`src/design/f2e_pkg.sv`:
```
// Shared types and constants of the frame-to-event pixel model.
// Used by the controller, the datapath, the top level and the checker; depends on nothing.
package f2e_pkg;

  localparam int unsigned IMAGE_WIDTH_DEF  = 256;
  localparam int unsigned IMAGE_HEIGHT_DEF = 256;
  localparam logic [7:0]  THRESHOLD_RESET  = 8'd15;
  localparam logic [7:0]  MIN_THRESHOLD    = 8'd4;
  localparam int unsigned DIV_STEPS        = 16;
  localparam logic [15:0] TIME_MAX         = 16'hFFFF;

  // One input pixel sample.
  typedef struct packed {
    logic [7:0] pixel_x;
    logic [7:0] pixel_y;
    logic [7:0] gray_value;
  } px_in_t;

  // One output event.
  typedef struct packed {
    logic [7:0]  event_x;
    logic [7:0]  event_y;
    logic        event_on;
    logic [15:0] event_time;
    logic        last_event;
  } px_evt_t;

  // Commands from the controller to the datapath.
  typedef struct packed {
    logic accept;
    logic clr_wr;
    logic mem_rd;
    logic wr_first;
    logic wr_keep;
    logic load;
    logic calc;
    logic div_step;
    logic emit;
  } f2e_cmd_t;

  // Status from the datapath to the controller.
  typedef struct packed {
    logic in_range;
    logic clear_done;
    logic seen;
    logic below_thr;
    logic div_last;
    logic out_free;
    logic last_cross;
  } f2e_status_t;

endpackage

```
`src/design/f2e_ctrl.sv`:
```
// Controller state machine of the frame-to-event pixel model.
// Depends on f2e_pkg for the command and status structs.
module f2e_ctrl
  import f2e_pkg::*;
(
  input  logic        clk_i,
  input  logic        rst_ni,
  input  logic        in_valid_i,
  output logic        in_stall_o,
  input  f2e_status_t status_i,
  output f2e_cmd_t    cmd_o
);

  localparam logic [2:0] ST_CLEAR = 3'd0;
  localparam logic [2:0] ST_IDLE  = 3'd1;
  localparam logic [2:0] ST_READ  = 3'd2;
  localparam logic [2:0] ST_LOAD  = 3'd3;
  localparam logic [2:0] ST_CALC  = 3'd4;
  localparam logic [2:0] ST_DIV   = 3'd5;
  localparam logic [2:0] ST_EMIT  = 3'd6;

  logic [2:0] state_q, state_d;

  assign in_stall_o = (state_q != ST_IDLE);

  // Next state and command decode.
  always_comb begin
    state_d = state_q;
    cmd_o   = '0;
    case (state_q)
      ST_CLEAR: begin
        cmd_o.clr_wr = 1'b1;
        if (status_i.clear_done) state_d = ST_IDLE;
      end
      ST_IDLE: begin
        if (in_valid_i) begin
          cmd_o.accept = 1'b1;
          if (status_i.in_range) state_d = ST_READ;
        end
      end
      ST_READ: begin
        cmd_o.mem_rd = 1'b1;
        state_d      = ST_LOAD;
      end
      ST_LOAD: begin
        if (!status_i.seen) begin
          cmd_o.wr_first = 1'b1;
          state_d        = ST_IDLE;
        end else if (status_i.below_thr) begin
          cmd_o.wr_keep = 1'b1;
          state_d       = ST_IDLE;
        end else begin
          cmd_o.load = 1'b1;
          state_d    = ST_CALC;
        end
      end
      ST_CALC: begin
        cmd_o.calc = 1'b1;
        state_d    = ST_DIV;
      end
      ST_DIV: begin
        cmd_o.div_step = 1'b1;
        if (status_i.div_last) state_d = ST_EMIT;
      end
      ST_EMIT: begin
        if (status_i.out_free) begin
          cmd_o.emit = 1'b1;
          state_d    = status_i.last_cross ? ST_IDLE : ST_CALC;
        end
      end
      default: state_d = ST_IDLE;
    endcase
  end

  // State register; reset starts the clearing pass.
  always_ff @(posedge clk_i or negedge rst_ni) begin
    if (!rst_ni) begin
      state_q <= ST_CLEAR;
    end else begin
      state_q <= state_d;
    end
  end

endmodule

```
`config.mk`:
```
export PLATFORM = sky130hd
export DESIGN_NAME = f2e_ctrl
export DESIGN_NICKNAME = d
export VERILOG_FILES = /design/src/design/f2e_pkg.sv /design/src/design/f2e_ctrl.sv
export SDC_FILE = /design/constraint.sdc
export NUM_CORES = 1
export LEC_CHECK = 0
export BUFFER_PORTS_ARGS = -buffer_cell sky130_fd_sc_hd__buf_2
export CORE_AREA = 4 4 41 43
export CTS_CLUSTER_DIAMETER = 100
export DETAILED_ROUTE_END_ITERATION = 7
export DIE_AREA = 0 0 45 47
export SYNTH_ARGS = -nofsm -noshare
export SYNTH_HDL_FRONTEND = slang
export SYNTH_SLANG_ARGS = --single-unit
```
`constraint.sdc`:
```
create_clock -name clk_i -period 1.66 [get_ports clk_i]
set_input_delay 0.332 -clock clk_i [delete_from_list [all_inputs] [get_ports clk_i]]
set_output_delay 0.332 -clock clk_i [all_outputs]
set_load 0.1 [all_outputs]
```
==> summary.txt, run 1 <==
Layout
  • Post-layout instance area: 676 µm²
  • Commonest non-fill, non-tap cell in the layout: buf_2
  • Synth-to-layout area growth: 129%
  • NumNets Final: 78
  • Non-Filler Instances: 82
  • Max reg flops: 3
  • Antenna Cells: 0
  • Largest regs: state_q: 3 flops
  • Commonest non-fill, non-tap cells in the layout: buf_2, buf_12, nand2_1
  • Biggest register: state_q
  • Share of cells above drive strength 1: 56.7%

Floorplanning
  • Starting Density: 22.7%
  • Die X: 45 µm
  • Full die area: 2120 µm²
  • I/O pins: 20
  • Floorplan core area: 1300 µm²
  • Rows: 13
  • Die Height: 47 µm

Power and ir drop
  • Worst vdd ir: 1.07 mV
  • Pwr per Cell Area: 2180 nW/µm²
  • Part of the power in registers: 9.4%
  • Pleak: 0.000297 µW
  • Switching Fraction: 57.4%
  • Clock power share: 8.8%
  • Combinational Power Share: 81.8%
  • Psw: 844 µW
  • Internal cell power: 627 µW

Route
  • Met3 WL: 75 µm
  • DR top layer: met3
  • Final wirelength: 950 µm
  • DR pass1 iterations: 4
  • Wl on met1: 396 µm
  • Post-DR wirelength/cell: 11.6 µm
  • Vias: 378
  • Starting DRT DRC Count: 8
  • Final ANT Viol Nets: 0
  • DRC viols: 0
  • Metal2 WL: 479 µm
  • Vias/cell: 4.61

GRT
  • Overflow after GRT: 0
  • Total GRT Usage: 9.67%
  • Largest net degree at the start of global routing: 13
  • Vias in the first global route: 352
  • Antenna violations before repair: 0
  • First-pass GRT wire length: 1480 µm

Outcome
  • Status: finished, violations left
  • Failing checks: setup timing

Timing
  • Worst Tran Pin Value: 484 ps
  • Worst hold slack: 429 ps
  • Unrepaired setup endpoints after global routing: yes
  • Max-slew violation count: 0
  • Fin crit share: 103%
  • Final min period: 1720 ps
  • Fmax: 0.583 GHz
  • Slew HR: 67.9%
  • Setup tns final: -109 ps
  • Worst clock skew: 1.59 ps
  • Final worst slack: -56.2 ps
  • Finish-stage setup viols: 2
  • Final hold vios: 0

Critical path
  • Worst path arrival time: 1380 ps
  • Critical Path RT: 1330 ps
  • Setup Crit Path Kind: flip-flop to primary output
  • CP max FO: 4
  • CP Launch Type: flip-flop
  • Crit end category: primary output
  • R2R Path Start: state_q[1]
  • Worst setup path start: state_q[2]

Placed design
  • Post-place instance area: 617 µm²
  • Final GP Congestion: 0.857
  • PortBufs: 19
  • Cell count after placement: 75

Synthesis
  • Count of cell types in the netlist: 23
  • Main area contributors after synthesis: dfrtp_1, nand2_1, a21o_1
  • Post-synth net total: 50
  • Synth Warn #: 0
  • Top cell type's share of synthesized area: 25.4%
  • Cell Area, Synth: 295 µm²
  • Post-synth top area cell: dfrtp_1
  • Mean Syn Cell Area: 7.38 µm²
  • Post-Syn Instances: 40
  • Yosys reg bits: 3
  • Seq/Total Area, Yosys: 25.4%

Clocking
  • Clk_lat worst skew: 230 ps
  • Clock tree sinks: 3
  • Clock Path Buffers: 2
  • Root Driver: clkbuf_4
  • H-tree levels: 1
  • CTS buffer count: 3
  • CTS tree: done
  • Clk slew on worst S/H paths: 40 ps

Hold path
  • Hold Crit Class: input port to asynchronous set/reset pin

Run
  • Max Cap Violations: 0
-- power groups by stage --
stage	clock network (µW)	logic [µW]	registers, µW
finish	130	1200	138
detailed placement	0	1180	134
global placement	0	1170	130
CTS	134	1190	133
floorplan	0	876	135
global route	143	1250	140
-- what timing repair did --
item / in CTS / in global routing
gates resized for setup: 0 / 2
hold buffers: 1 / 0
pin swaps: 0 / 1
buffers inserted: 1 / 2
hold endpoints to repair: 3 / 0
setup endpoints to repair: 5 / 5
-- cells by family after synthesis --
family / Yosys count / share of synthesized area, %
and+or+nand+nor: 22 / 42.8
AOI/OAI and AO/OA: 11 / 23.3
buffers and inverters: 4 / 8.47
DFF: 3 / 25.4
-- synth_stat cells (all sizes together) --
master,instances
nand3b,1
o211ai,1
nor2b,2
nor2,4
a31oi,2
buf,3
or3b,1
o22a,1
dfrtp,3
and3b,1
and4b,1
o21ai,3
or2,1
nor3,1
nand2b,1
a21oi,2
inv,1
a21o,2
nor3b,2
nand2,7
-- stage by stage --
stage          util (%)  worst slack, ps  power [µW]
6_report           51.9            -56.2        1470
5_1_grt            51.9            -93.4        1540
4_1_cts            50.8            -54.4        1460
3_5_place_dp       47.4              199        1310
3_3_place_gp       47.4              219        1300
2_1_floorplan         -             -290        1010
-- worst paths after layout --
kind	slack [ps]	cells after the start	end
worst max-delay path	-60	3	cmd_o[8]
worst min-delay path	430	2	state_q[2]
worst max register to register	330	5	state_q[0]
worst min register to register	710	2	state_q[2]
max in group asynchronous	1120	2	state_q[1]
min in group clk_i	440	4	state_q[1]
-- final cells by class --
cell class,count,area [µm²]
fillers,128,626
multi-input cells,33,259
repair buffers,26,293
inverters,1,3.75
well taps,15,18.8
flip-flops and latches,3,75.1
clock buffers,4,26.3
-- layer usage --
layer,global-route usage (%),vias up
met4,0,0
met1,11.0,166
li1,-,197
met3,4.98,0
met2,17.2,15
met5,0,-
-- worst max-delay path: stages, from the launching register on --
cell	delay [ps]
dfrtp_1	400
or3b_4	440
nor2_4	130
buf_12	180
No activity file was read; power rests on OpenSTA's default activity.
==> run 2, diff against run 1 <==
CAP_MARGIN = 20   (was not set)
clock period = 2.1 ns   (was 1.66 ns; I/O delays follow)
==> summary.txt, run 2 (synthesis results as in run 1) <==
Outcome
  • Status: complete, no violations

Layout
  • Share of cells above drive strength 1: 45.9% (-11 points)
  • Antenna Cells: 0 (unchanged)
  • Max reg flops: 3 (unchanged)
  • Commonest non-fill, non-tap cells in the layout: buf_2, nand2_1, clkbuf_4
  • Largest regs: state_q: 3 flops
  • Synth-to-layout area growth: 63.1%
  • NumNets Final: 72 (-7.7%)
  • Biggest register: state_q
  • Commonest non-fill, non-tap cell in the layout: buf_2

Timing
  • Unrepaired setup endpoints after global routing: no
  • Worst clock skew: 3.54 ps (+1.95 ps)
  • Final min period: 2000 ps
  • Setup tns final: 0 ps (+109 ps)
  • Fmax: 0.500 GHz
  • Finish-stage setup viols: 0 (-2)
  • Fin crit share: 95.3%
  • Max-slew violation count: 0 (unchanged)
  • Final hold vios: 0 (unchanged)
  • Slew HR: 67.7% (-0.25 points)
  • Worst hold slack: 500 ps (+70.9 ps)
  • Worst Tran Pin Value: 488 ps (+3.75 ps)

Critical path
  • Worst r2r dst: state_q[0]
  • R2R depth: 4 (-1)
  • R2R Setup Slk: 820 ps (+490 ps)
  • CP Launch Type: flip-flop
  • Setup Crit Path Kind: flip-flop to primary output
  • Critical Path RT: 1680 ps (+350 ps)
  • Crit end category: primary output
  • R2R Path Start: state_q[2]
  • CP max FO: 14 (+10)
  • Worst path arrival time: 1580 ps (+200 ps)

GRT
  • First-pass GRT wire length: 1040 µm (-29%)
  • Total GRT Usage: 7.13% (-2.5 points)
  • Largest net degree at the start of global routing: 16 (+3)
  • Overflow after GRT: 0 (unchanged)
  • Antenna violations before repair: 0 (unchanged)
  • Vias in the first global route: 275 (-22%)

Placed design
  • PortBufs: 19 (unchanged)
  • Final GP Congestion: 0.735 (-14%)
  • Detailed placer's ending HPWL: 594 µm

Route
  • Final ANT Viol Nets: 0 (unchanged)
  • Starting DRT DRC Count: 4 (-4)
  • Vias: 354 (-6.3%)
  • Post-DR wirelength/cell: 10.2 µm (-12%)
  • DRC viols: 0 (unchanged)
  • Final wirelength: 778 µm (-18%)
  • DR pass1 iterations: 4 (unchanged)
  • Vias/cell: 4.66 (+1.0%)

Floorplanning
  • Starting Density: 22.7% (unchanged)
  • Die X: 45 µm (unchanged)
  • I/O pins: 20 (unchanged)
  • Die Height: 47 µm (unchanged)
  • Rows: 13 (unchanged)
  • Full die area: 2120 µm² (unchanged)
  • Floorplan core area: 1300 µm² (unchanged)

Clocking
  • Clk_lat worst skew: 240 ps (about the same)
  • Setup bufs post-CTS: 0 (-1)
  • Clock tree sinks: 3 (unchanged)
  • CTS buffer count: 3 (unchanged)
  • Clock Path Buffers: 2 (unchanged)
  • H-tree levels: 1 (unchanged)
  • Clk slew on worst S/H paths: 40 ps (about the same)
  • Root Driver: clkbuf_4
  • CTS tree: done

Hold path
  • Hold Crit Class: input port to asynchronous set/reset pin

Run
  • Max Cap Violations: 0 (unchanged)
[run 2: worst max path at each step]
| stage | startpoint | endpoint | slack, ps | cells after the start |
|---|---|---|---|---|
| after floorplan | state_q[2] | cmd_o[4] | -200 | 2 |
| after global placement | state_q[2] | cmd_o[4] | 340 | 3 |
| final | state_q[0] | in_stall_o | 100 | 2 |
| after detailed placement | state_q[2] | cmd_o[4] | 330 | 3 |
| after global routing | state_q[0] | in_stall_o | 20 | 2 |
| after CTS | state_q[2] | cmd_o[4] | 70 | 3 |
[run 2: layer usage]
metal / GRT usage (%) / vias to the layer above / share of wire [%]
met2: 10.5 / 16 / 43
met3: 4.21 / 2 / 10
li1: - / 183 / -
met5: 0 / - / 0
met1: 7.57 / 153 / 45
met4: 5.26 / 0 / 2.2
[run 2: worst max-delay path: stages (launching register included)]
cell and delay [ps]:
dfrtp_1 590, or3b_4 450, buf_2 300
[run 2: cell type report]
cell class / instances / area, µm²
clock buffer: 4 / 26.3
fill: 137 / 820
inverter: 1 / 3.75
multi-input combinational: 33 / 218
sequential: 3 / 75.1
tap: 15 / 18.8
timing repair buffer: 20 / 140
[run 2: through the flow]
step / util, % / area (µm²) / cells / setup slack [ps]
final: 37.0 / 482 / 76 / 98.2
after floorplan: - / 318 / 40 / -203
after global placement: 33.8 / 440 / 71 / 344
after detailed placement: 33.8 / 440 / 71 / 330
after global routing: 37.0 / 482 / 76 / 16.5
after CTS: 36.6 / 477 / 76 / 72.7
[run 2: repair_timing]
action	4_1_cts	5_1_grt
hold buffers	1	0
setup endpoints to repair	0	2
endpoints found under the hold margin	3	0
resized for setup	0	2
Power of run 2 is not shown: default switching activity piles up to over one toggle a cycle in this logic, so the estimate is an artifact.
